<file path="src/hw/rtl/hfst_pkg.sv">
// hfst_pkg: shared types and constants for the hot function sample table
// holds the table entry, result record, outcome codes and sequencer states
// depends on nothing
package hfst_pkg;

    localparam int unsigned ID_W    = 32;
    localparam int unsigned COUNT_W = 32;
    localparam int unsigned SLOT_W  = 4;

    // request kinds
    localparam logic CMD_SAMPLE = 1'b0;
    localparam logic CMD_READ   = 1'b1;

    typedef enum logic [2:0] {
        OUTCOME_IGNORED  = 3'd0,
        OUTCOME_HIT      = 3'd1,
        OUTCOME_INSERTED = 3'd2,
        OUTCOME_REPLACED = 3'd3,
        OUTCOME_READ     = 3'd4
    } outcome_t;

    typedef struct packed {
        logic [ID_W-1:0]    id;
        logic [COUNT_W-1:0] count;
    } entry_t;

    typedef struct packed {
        outcome_t           outcome;
        logic [SLOT_W-1:0]  slot_index;
        logic [ID_W-1:0]    entry_id;
        logic [COUNT_W-1:0] entry_count;
    } result_t;

    typedef enum logic [2:0] {
        ST_IDLE,
        ST_SCAN,
        ST_CALC,
        ST_COMMIT,
        ST_SWAP,
        ST_READ,
        ST_DONE
    } state_t;

endpackage

</file>
<file path="src/hw/rtl/hfst_if.sv">
// hfst_if: request and result channels of the hot function sample table
// valid/ready handshake with the payload fields; no dependencies
interface hfst_req_if;
    logic        valid;
    logic        ready;
    logic        command;
    logic [31:0] func_id;
    logic        in_syscall;
    logic        is_native;
    logic [3:0]  read_slot;

    modport source (
        output valid, command, func_id, in_syscall, is_native, read_slot,
        input  ready
    );
    modport sink (
        input  valid, command, func_id, in_syscall, is_native, read_slot,
        output ready
    );
endinterface

interface hfst_res_if;
    logic        valid;
    logic        ready;
    logic [2:0]  outcome;
    logic [3:0]  slot_index;
    logic [31:0] entry_id;
    logic [31:0] entry_count;

    modport source (
        output valid, outcome, slot_index, entry_id, entry_count,
        input  ready
    );
    modport sink (
        input  valid, outcome, slot_index, entry_id, entry_count,
        output ready
    );
endinterface

</file>
<file path="src/hw/rtl/hfst_mem.sv">
// hfst_mem: slot store, one write and one registered read port per cycle
// per-entry valid flops give the all-empty state straight after reset
// depends on hfst_pkg
module hfst_mem #(
    parameter int unsigned DEPTH = 16,
    parameter int unsigned IDX_W = 4
) (
    input  logic                  clk,
    input  logic                  rst_n,
    input  logic [IDX_W-1:0]      rd_addr,
    output hfst_pkg::entry_t      rd_data,
    input  logic                  wr_en,
    input  logic [IDX_W-1:0]      wr_addr,
    input  hfst_pkg::entry_t      wr_data
);

    hfst_pkg::entry_t mem [DEPTH];
    logic [DEPTH-1:0] valid_reg;
    hfst_pkg::entry_t data_reg;
    logic             rd_valid_reg;

    // storage array, no reset
    always_ff @(posedge clk)
    begin
        if (wr_en)
        begin
            mem[wr_addr] <= wr_data;
        end
        data_reg <= mem[rd_addr];
    end

    // written flags, cleared at reset
    always_ff @(posedge clk or negedge rst_n)
    begin
        if (!rst_n)
        begin
            valid_reg    <= '0;
            rd_valid_reg <= 1'b0;
        end
        else
        begin
            if (wr_en)
            begin
                valid_reg[wr_addr] <= 1'b1;
            end
            rd_valid_reg <= valid_reg[rd_addr];
        end
    end

    // an unwritten entry reads as empty
    assign rd_data = rd_valid_reg ? data_reg : '0;

endmodule

</file>
<file path="src/hw/rtl/hot_function_sample_table_core.sv">
// hot_function_sample_table_core: count-ordered table of sampled function ids
// scan sequencer around the hfst_mem slot store; depends on hfst_pkg, hfst_if
//
//   channel  dir  modport  carries
//   req      in   sink     command, func_id, in_syscall, is_native, read_slot
//   res      out  source   outcome, slot_index, entry_id, entry_count
//
// a sample walks the store one slot per cycle through the single read port
// up to a matching or empty slot, then calc, commit, a swap if it overtakes, done;
// a full table skips calc; reads step through read and done, ignored samples go to done
// reset empties the table at once through the per-slot valid flops
// one request is in flight at a time; a finished result waits in the output
// register while the next request is taken in, a second one holds the done step
module hot_function_sample_table_core #(
    parameter int unsigned NUM_SLOTS = 16
) (
    input  logic         clk,
    input  logic         rst_n,
    hfst_req_if.sink     req,
    hfst_res_if.source   res
);

    localparam int unsigned IDX_W = (NUM_SLOTS > 1) ? $clog2(NUM_SLOTS) : 1;
    localparam logic [IDX_W-1:0] LAST_SLOT = IDX_W'(NUM_SLOTS - 1);

    hfst_pkg::state_t   state_reg, state_next;
    logic [IDX_W-1:0]   pos_reg, pos_next;
    logic [31:0]        id_reg, id_next;
    logic [3:0]         slot4_reg, slot4_next;
    logic               rd_ok_reg, rd_ok_next;
    logic               swap_ok_reg, swap_ok_next;
    hfst_pkg::entry_t   prev_reg, prev_next;
    hfst_pkg::entry_t   cur_reg, cur_next;
    hfst_pkg::entry_t   new_reg, new_next;
    hfst_pkg::outcome_t outcome_reg, outcome_next;
    hfst_pkg::result_t  result_reg, result_next;
    hfst_pkg::result_t  out_reg, out_next;
    logic               out_valid_reg, out_valid_next;

    logic [IDX_W-1:0]   rd_addr;
    hfst_pkg::entry_t   rd_data;
    logic               wr_en;
    logic [IDX_W-1:0]   wr_addr;
    hfst_pkg::entry_t   wr_data;
    logic               accept;
    logic               do_swap;

    hfst_mem #(
        .DEPTH (NUM_SLOTS),
        .IDX_W (IDX_W)
    ) u_mem (
        .clk     (clk),
        .rst_n   (rst_n),
        .rd_addr (rd_addr),
        .rd_data (rd_data),
        .wr_en   (wr_en),
        .wr_addr (wr_addr),
        .wr_data (wr_data)
    );

    assign accept    = req.valid && req.ready;
    assign req.ready = (state_reg == hfst_pkg::ST_IDLE);
    assign do_swap   = swap_ok_reg && (new_reg.count > prev_reg.count);

    // control registers
    always_ff @(posedge clk or negedge rst_n)
    begin
        if (!rst_n)
        begin
            state_reg     <= hfst_pkg::ST_IDLE;
            out_valid_reg <= 1'b0;
        end
        else
        begin
            state_reg     <= state_next;
            out_valid_reg <= out_valid_next;
        end
    end

    // payload registers
    always_ff @(posedge clk)
    begin
        pos_reg     <= pos_next;
        id_reg      <= id_next;
        slot4_reg   <= slot4_next;
        rd_ok_reg   <= rd_ok_next;
        swap_ok_reg <= swap_ok_next;
        prev_reg    <= prev_next;
        cur_reg     <= cur_next;
        new_reg     <= new_next;
        outcome_reg <= outcome_next;
        result_reg  <= result_next;
        out_reg     <= out_next;
    end

    // sequencer: scan, update, write back, serve reads, hand over result
    always_comb
    begin
        state_next     = state_reg;
        pos_next       = pos_reg;
        id_next        = id_reg;
        slot4_next     = slot4_reg;
        rd_ok_next     = rd_ok_reg;
        swap_ok_next   = swap_ok_reg;
        prev_next      = prev_reg;
        cur_next       = cur_reg;
        new_next       = new_reg;
        outcome_next   = outcome_reg;
        result_next    = result_reg;
        out_next       = out_reg;
        out_valid_next = out_valid_reg && !res.ready;
        rd_addr        = pos_reg;
        wr_en          = 1'b0;
        wr_addr        = pos_reg;
        wr_data        = new_reg;

        unique case (state_reg)
            hfst_pkg::ST_IDLE:
            begin
                rd_addr = (req.command == hfst_pkg::CMD_READ)
                          ? IDX_W'(req.read_slot) : '0;
                if (accept)
                begin
                    id_next    = req.func_id;
                    slot4_next = req.read_slot;
                    rd_ok_next = (32'(req.read_slot) < NUM_SLOTS);
                    if (req.command == hfst_pkg::CMD_READ)
                    begin
                        state_next = hfst_pkg::ST_READ;
                    end
                    else if (req.func_id == '0 || req.in_syscall || req.is_native)
                    begin
                        result_next = '{hfst_pkg::OUTCOME_IGNORED, '0, '0, '0};
                        state_next  = hfst_pkg::ST_DONE;
                    end
                    else
                    begin
                        pos_next   = '0;
                        state_next = hfst_pkg::ST_SCAN;
                    end
                end
            end

            hfst_pkg::ST_SCAN:
            begin
                // data for pos_reg is back; fetch the next slot meanwhile
                rd_addr = pos_reg + 1'b1;
                if (rd_data.id == '0 || rd_data.id == id_reg)
                begin
                    cur_next   = rd_data;
                    state_next = hfst_pkg::ST_CALC;
                end
                else if (pos_reg == LAST_SLOT)
                begin
                    new_next     = '{id_reg, 32'd1};
                    outcome_next = hfst_pkg::OUTCOME_REPLACED;
                    swap_ok_next = 1'b0;
                    state_next   = hfst_pkg::ST_COMMIT;
                end
                else
                begin
                    prev_next = rd_data;
                    pos_next  = pos_reg + 1'b1;
                end
            end

            hfst_pkg::ST_CALC:
            begin
                // fill an empty slot or bump a saturating count
                if (cur_reg.id == '0)
                begin
                    new_next     = '{id_reg, 32'd1};
                    outcome_next = hfst_pkg::OUTCOME_INSERTED;
                end
                else
                begin
                    new_next.id    = cur_reg.id;
                    new_next.count = (cur_reg.count == '1) ? cur_reg.count
                                                           : cur_reg.count + 32'd1;
                    outcome_next   = hfst_pkg::OUTCOME_HIT;
                end
                swap_ok_next = (pos_reg != '0);
                state_next   = hfst_pkg::ST_COMMIT;
            end

            hfst_pkg::ST_COMMIT:
            begin
                wr_en   = 1'b1;
                wr_data = new_reg;
                if (do_swap)
                begin
                    wr_addr     = pos_reg - 1'b1;
                    result_next = '{outcome_reg, 4'(pos_reg - 1'b1),
                                    new_reg.id, new_reg.count};
                    state_next  = hfst_pkg::ST_SWAP;
                end
                else
                begin
                    wr_addr     = pos_reg;
                    result_next = '{outcome_reg, 4'(pos_reg), new_reg.id, new_reg.count};
                    state_next  = hfst_pkg::ST_DONE;
                end
            end

            hfst_pkg::ST_SWAP:
            begin
                // move the overtaken entry down one slot
                wr_en      = 1'b1;
                wr_addr    = pos_reg;
                wr_data    = prev_reg;
                state_next = hfst_pkg::ST_DONE;
            end

            hfst_pkg::ST_READ:
            begin
                if (rd_ok_reg)
                begin
                    result_next = '{hfst_pkg::OUTCOME_READ, slot4_reg,
                                    rd_data.id, rd_data.count};
                end
                else
                begin
                    result_next = '{hfst_pkg::OUTCOME_READ, slot4_reg, '0, '0};
                end
                state_next = hfst_pkg::ST_DONE;
            end

            hfst_pkg::ST_DONE:
            begin
                if (!out_valid_reg || res.ready)
                begin
                    out_next       = result_reg;
                    out_valid_next = 1'b1;
                    state_next     = hfst_pkg::ST_IDLE;
                end
            end

            default:
            begin
                state_next = hfst_pkg::ST_IDLE;
            end
        endcase
    end

    // result channel
    assign res.valid       = out_valid_reg;
    assign res.outcome     = out_reg.outcome;
    assign res.slot_index  = out_reg.slot_index;
    assign res.entry_id    = out_reg.entry_id;
    assign res.entry_count = out_reg.entry_count;

    // checks
    a_accept_leaves_idle: assert property (@(posedge clk) disable iff (!rst_n)
        accept |=> state_reg != hfst_pkg::ST_IDLE)
        else $error("request taken but sequencer stayed idle");

    a_no_write_in_scan: assert property (@(posedge clk) disable iff (!rst_n)
        (state_reg == hfst_pkg::ST_SCAN || state_reg == hfst_pkg::ST_IDLE) |-> !wr_en)
        else $error("slot store written outside the update steps");

    a_scan_in_range: assert property (@(posedge clk) disable iff (!rst_n)
        state_reg == hfst_pkg::ST_SCAN |-> 32'(pos_reg) < NUM_SLOTS)
        else $error("scan position beyond the table");

    a_swap_not_front: assert property (@(posedge clk) disable iff (!rst_n)
        (state_reg == hfst_pkg::ST_COMMIT && do_swap) |-> pos_reg != '0)
        else $error("swap requested at the front slot");

    a_swap_follows_commit: assert property (@(posedge clk) disable iff (!rst_n)
        state_reg == hfst_pkg::ST_SWAP |-> $past(state_reg) == hfst_pkg::ST_COMMIT)
        else $error("swap step entered without a commit");

endmodule
</file>
<file path="src/flat_wrapper.sv">
// flat-port wrapper written by rule: the top's interface ports become plain ports
module hot_function_sample_table_core_flat 
#(
    parameter int unsigned NUM_SLOTS = 16
)
  (clk, rst_n, req_valid, req_command, req_func_id, req_in_syscall, req_is_native, req_read_slot, req_ready, res_valid, res_outcome, res_slot_index, res_entry_id, res_entry_count, res_ready);
  hfst_req_if req_i ();
  hfst_res_if res_i ();
  input  logic clk;
  input  logic rst_n;
  input wire logic [$bits(req_i.valid)-1:0] req_valid;
  input wire logic [$bits(req_i.command)-1:0] req_command;
  input wire logic [$bits(req_i.func_id)-1:0] req_func_id;
  input wire logic [$bits(req_i.in_syscall)-1:0] req_in_syscall;
  input wire logic [$bits(req_i.is_native)-1:0] req_is_native;
  input wire logic [$bits(req_i.read_slot)-1:0] req_read_slot;
  output wire logic [$bits(req_i.ready)-1:0] req_ready;
  output wire logic [$bits(res_i.valid)-1:0] res_valid;
  output wire logic [$bits(res_i.outcome)-1:0] res_outcome;
  output wire logic [$bits(res_i.slot_index)-1:0] res_slot_index;
  output wire logic [$bits(res_i.entry_id)-1:0] res_entry_id;
  output wire logic [$bits(res_i.entry_count)-1:0] res_entry_count;
  input wire logic [$bits(res_i.ready)-1:0] res_ready;
  assign req_i.valid = req_valid;
  assign req_i.command = req_command;
  assign req_i.func_id = req_func_id;
  assign req_i.in_syscall = req_in_syscall;
  assign req_i.is_native = req_is_native;
  assign req_i.read_slot = req_read_slot;
  assign req_ready = req_i.ready;
  assign res_valid = res_i.valid;
  assign res_outcome = res_i.outcome;
  assign res_slot_index = res_i.slot_index;
  assign res_entry_id = res_i.entry_id;
  assign res_entry_count = res_i.entry_count;
  assign res_i.ready = res_ready;
  hot_function_sample_table_core #(.NUM_SLOTS(NUM_SLOTS)) u_core (.clk(clk), .rst_n(rst_n), .req(req_i), .res(res_i));
endmodule
</file>
<file path="config.mk">
export PLATFORM = sky130hd
export DESIGN_NAME = hot_function_sample_table_core_flat
export DESIGN_NICKNAME = d
export VERILOG_FILES = /design/src/hw/rtl/hfst_pkg.sv /design/src/hw/rtl/hfst_if.sv /design/src/hw/rtl/hfst_mem.sv /design/src/hw/rtl/hot_function_sample_table_core.sv /design/src/flat_wrapper.sv
export SDC_FILE = /design/constraint.sdc
export NUM_CORES = 2
export LEC_CHECK = 0
export ABC_CLOCK_PERIOD_IN_PS = 13600
export BUFFER_PORTS_ARGS = -buffer_cell sky130_fd_sc_hd__buf_4
export CORE_MARGIN = 1.5
export CORE_UTILIZATION = 65
export DETAILED_ROUTE_END_ITERATION = 8
export PLACE_DENSITY = 0.78
export SLEW_MARGIN = 15
export SYNTH_ARGS = -nofsm -noshare
export SYNTH_HDL_FRONTEND = slang
export SYNTH_HIERARCHICAL = 1
export SYNTH_SLANG_ARGS = --single-unit
</file>
<file path="constraint.sdc">
create_clock -name clk -period 13.6 [get_ports clk]
set_input_delay 0.68 -clock clk [delete_from_list [all_inputs] [get_ports clk]]
set_output_delay 0.68 -clock clk [all_outputs]
set_load 0.05 [all_outputs]
</file>
== Word-level counts from Yosys, hierarchy flattened ==
Memory sizes are Yosys's and may differ from the RTL's. A register that Yosys moved wholly into a read port is not among the register bits.
Index checks and enable logic that the tools add are counted.
Storage, ports and cells
  flip-flop bits (word level): 399
  bits in writable memories: 1024
  input bits: 43
  output and inout port bits: 73
  word-level logic and storage cells: 125
  memories: 1
Cells by class
  $add $sub $neg: 3
  magnitude comparators: 4
  equal/unequal tests: 18
  mux-type cells: 45
  bitwise gates (word level): 3
  reductions and logical operators: 28
Memory list
  u_core.u_mem.mem: words 16, bits a word 64, rd ports 1, clocked after memory_dff 1, write ports 1, line hfst_mem.sv:17  | hfst_pkg::entry_t mem [DEPTH];
Operators with widths (count)
  64-bit two-way mux: 5
  71-bit two-way mux: 3
  71-bit case mux with 3 select lines: 1
  64-bit case mux with 2 select lines: 1
  32-bit logical NOT: 3
  68-bit two-way mux: 1
  32-bit by 1-bit adder with 32-bit output, second input constant: 1
  32-bit equality test: 1
  32-bit equality test, second input constant: 1
  32-bit greater-than comparator: 1
  32-bit two-way mux: 1
  4-bit two-way mux: 8
  3-bit two-way mux: 7
  3-bit case mux with 6 select lines: 1
  16-bit OR: 1
  4-bit case mux with 2 select lines: 2
  2-bit != test, second input constant: 6
  4-bit by 5-bit < comparator with 1-bit output, second input constant: 2
  3-bit equality test, second input constant: 3
  1-bit two-way mux: 9
  3-bit AND reduction: 3
  3-bit by 2-bit equality test with 1-bit output, second input constant: 2
  3-bit case mux with 2 select lines: 1
  2-bit AND reduction: 3
  other kinds (22): 34

== Logic depth before layout (Yosys ltp) ==
  depth in word-level cells: 9
  depth in mapped cells: 11
  depth with buffers taken out: 11

== Hierarchy ==
The synthesis kept the hierarchy.
Modules (own cells, without submodules)
  hfst_mem: instances 1, cells an instance 1760, area an instance 40715.3 um^2, sequential area each 32456.1 um^2
  hot_function_sample_table_core: instances 1, cells an instance 1036, area an instance 16118.0 um^2, sequential area each 11421.0 um^2

== Least setup slack after synthesis ==
Ideal clock, no wire load.
  path kind: flip-flop to flip-flop
  start point: register u_core/new_reg[30] (netlist bit)
  end point: memory u_core/u_mem/mem[0][0] (netlist bit), enable pin
  library setup time: 0.566 ns
  arrival: 6.984 ns
  slack: 6.050 ns
  stages on the path, launching flop included: 9
  buffers on the path: 0
  path through: edfxtp_1 > ha_1 > nand4_1 > or4_4 > a311oi_2 > o211ai_1 > xnor2_1 > or3b_1 > nor3_1
On the way
  cells in the longest elaborated chain, start to end: 4
RTL lines
  from (decl): line hot_function_sample_table_core.sv:34  | hfst_pkg::entry_t new_reg, new_next;
  from (signal assigned): line hot_function_sample_table_core.sv:90  | new_reg <= new_next;
  32-bit greater-than comparator: line hot_function_sample_table_core.sv:63  | assign do_swap = swap_ok_reg && (new_reg.count > prev_reg.count);
  1-bit logical AND: line hot_function_sample_table_core.sv:63
  4-bit two-way mux: line hot_function_sample_table_core.sv:190  | if (do_swap)
  4-bit two-way mux: line hot_function_sample_table_core.sv:117  | unique case (state_reg)
  via u_core.wr_addr[2]: line hot_function_sample_table_core.sv:43  | logic [IDX_W-1:0] wr_addr;
  to (decl): line hfst_mem.sv:17
The timed path passes the listed nets, and every way through them passes these cells.

== Final worst setup path ==
  start point: register u_core/new_reg[30] (netlist bit)
  end point: memory u_core/u_mem/mem[1][16] (netlist bit), enable pin
Same word-level chain as after synthesis.

==> results.toml <==
[placed_design]
port_buffers = 115
gp_congestion = 0.899
dpl.cell_count = 3981
hpwl_um = 73700
pre_cts_slack_ns = 7.84

[setup_path]
crit_arrival_ns = 6.29
crit_start = "u_core/new_reg[30]$_SDFFCE_PP0P_"
critPathTopFamily = "simple AND/OR/NAND/NOR gates"
critPathRequiredTime_ns = 13.96
critPathKind = "reg2reg"
slowest_stage = "nor2_4"
r2r_slack_ns = 7.67
max_stage_delay_ns = 0.99
path_max_fanout = 39
cp-start-kind = "flop"
crit_chain = "ha_1 > nand4_1 > or4_4 > a311oi_2 > o21ai_2 > xnor2_1 > nand2b_1 > nor2_4 > buf_4"
cp-end-kind = "flop"
reg2reg_from = "u_core/new_reg[30]$_SDFFCE_PP0P_"
worst-path-buf-inv = 1

[global_route]
grt.overflow.total = 0
grt_antenna_before_repair = 1
grt_usage = 0.309
grt_pass1_wl_um = 199000
grt_max_degree = 169
grt_pass1_vias = 30100

[synth]
synthDistinctLibCells = 57
netlist_top_cells_area = "edfxtp_1, mux4_2, dfxtp_1"
syn-num-nets = 2875
synth-xor-area-share = 0.00971
synthMuxAreaShare = 0.122
synthCells = 2796
synthFlopType = "edfxtp_1"
synth_top_area_frac = 0.740
ys_ff_latch = 1486
async_flop_share = 0.0141
synth_compound_gate_area_share = 0.0365
yosysTopAreaCell = "edfxtp_1"
avgSynthCellArea_um2 = 20.3
yosysWarnings = 6
syn_area_mm2 = 0.0568
ys_seq_area_frac = 0.772
synth_fa_ha_area_frac = 0.00793
synth_top_family_by_area = "multiplexers"
yosys.area_share.simple = 0.0361
synth_edf_count = 1401

[clock_network]
cts_buffer_depth = 3
insertion_delay_ns = 0.76
cts_tree = "built"
ctsHtreeMaxLevel = 4
post_cts_buffers = 0
cts_root_buf = "clkbuf_16"
numClockSinks = 1486
clkTransAtPathRegs_ns = 0.07
numCtsBuffers = 146

[finish]
largest_register_ffs = 1024
drive_gt1_frac = 0.251
fillers = 4730
final_nets = 3055
fin_cells = 4254
syn_to_final_growth_pct = 12.6
multi_input_area_mm2 = 0.0123
register_area_mm2 = 0.0439

[floorplanning]
die_h_um = 299
row_count = 108
core_mm2 = 0.0868
start_util = 0.655
die-area_mm2 = 0.0892
ios = 116
die_w_um = 299

[flow_run]
max-cap-violations = 0

[drt]
antenna_left = 0
drt-met1-wl_um = 49500
wl_um = 135000
detail_route.wl_per_cell_um = 31.7
drc = 2
highest_layer = "met4"
drt_first_iter_violations = 3992
vias = 29300
wl_met2_um = 66600
dr_wl_met3_um = 14900
firstDrtPassIters = 8
routed_via_density = 6.89

[pwr]
power.density_mw_per_mm2 = 240
irDropWorstVdd_v = 0.000314
power_leakage_nw = 20.9

[timing]
fmaxAchievable_ghz = 0.169
slew_headroom = 0.230
min_period_ns = 5.93
timing_max_transition_violations_final = 0
skew_ns = 0.0334
worst_pin_slew_ns = 1.15
setup_ws_ns = 7.67
setup_viol = 0
totalNegativeSetupSlack_ns = 0
finalHoldViolations = 0
finalCritPeriodShare = 0.436
grt_setup_unrepaired = "no"

[min_path]
worstHoldStart = "req_func_id[13]"
hold_path.class = "in2reg"

[status]
status = "finished with violations"
violations = "design-rule violations"
## routing by layer
layer / vias up / global-route usage
li1: 11800 / -
met1: 15200 / 0.434
met2: 2052 / 0.501
met3: 262 / 0.0600
met4: 0 / 0.0974
met5: - / 0
## path summary, 6_finish.rpt
check	endpoint	cells after the start
max in group asynchronous	u_core/u_mem/rd_valid_reg$_DFF_PN0_	2
worst min register to register	u_core/res.entry_count[8]$_DFFE_PP_	0
worst min-delay path	u_core/id_reg[13]$_DFFE_PP_	1
worst max register to register	u_core/u_mem/mem[1][16]$_DFFE_PP_	9
worst max-delay path	u_core/u_mem/mem[1][16]$_DFFE_PP_	9
min in group asynchronous	u_core/u_mem/valid_reg[10]$_DFFE_PN0P_	2
## final cells by class
cell class | count | area share
clock buffer | 209 | 0.0638
timing repair buffer | 165 | 0.0201
clock inverter | 61 | 0.0127
antenna | 1 | 0.0000391
tap | 1155 | 0.0226
sequential | 1486 | 0.686
inverter | 45 | 0.00264
multi-input combinational | 1132 | 0.192
## metrics by stage
stage	cell area (um^2)	total power, mW	utilization	hold slack [ns]
after floorplan	56800	9.82	-	0.384
after global placement	59000	11.1	0.681	0.401
after detailed placement	59000	11.2	0.681	0.405
after CTS	63900	15.3	0.737	0.0834
after global routing	64000	15.8	0.737	0.0939
final	64000	15.3	0.737	0.117
## synthesized netlist by cell type, types with 4 or more instances
cell / number
a211oi_1: 8
a21oi_1: 33
a22o_1: 63
a22oi_1: 131
and2_1: 71
and3_1: 8
and4_1: 9
buf_1: 8
buf_2: 29
buf_4: 8
buf_6: 11
buf_8: 5
clkbuf_1: 72
dfrtp_1: 21
dfxtp_1: 64
edfxtp_1: 1401
ha_1: 36
inv_1: 43
mux2_2: 96
mux4_2: 260
nand2_1: 103
nand2b_1: 5
nand3_1: 24
nand4_1: 30
nor2_1: 66
nor3_1: 11
nor4_1: 27
o211ai_1: 5
o21ai_0: 21
or2_1: 4
or2_2: 14
or3_1: 9
or4_1: 4
xnor2_1: 54
xor2_1: 9
## report_power, final
part	switching (mW)	internal (mW)	total, mW
clock network	1.71	2.38	4.09
logic	2.98	1.74	4.73
registers	0.250	6.26	6.51
total	4.94	10.4	15.3
## placed cells by master, fill, tap and decap left out, drive strengths merged, types with 3 or more instances in the layout
cell	netlist	routed
edfxtp	1401	1401
mux4	260	260
clkbuf	72	209
buf	61	164
a22oi	131	131
nand2	103	103
mux2	96	96
and2	71	71
nor2	66	66
dfxtp	64	64
a22o	63	63
xnor2	54	54
inv	44	52
clkinv	1	40
ha	36	36
a21oi	33	33
nand4	30	30
nor4	27	27
nand3	24	24
o21ai	23	23
dfrtp	21	21
or2	18	18
bufinv	0	14
nor3	12	12
or3	9	9
and4	9	9
xor2	9	9
a211oi	8	8
and3	8	8
nand2b	5	5
o211ai	5	5
or4	5	5
a32oi	3	3
a2111oi	3	3
a31oi	3	3
nor2b	3	3
## kinds of logic (layout without fill, tap and decap cells)
logic type	count (synthesis)	in the layout
buffers and inverters	178	480
DFF	1486	1486
other	0	1
AOI/OAI and AO/OA	280	280
adders and majority gates	36	36
and+or+nand+nor	395	395
muxes	358	358
xor gates and xnor gates	63	63
## repair_timing
item / CTS / global route
endpoints found under the hold margin: 21 / 0
resized for setup: 0 / 0
hold buffers: 1 / 0
Power figures use the tool's default switching activity.
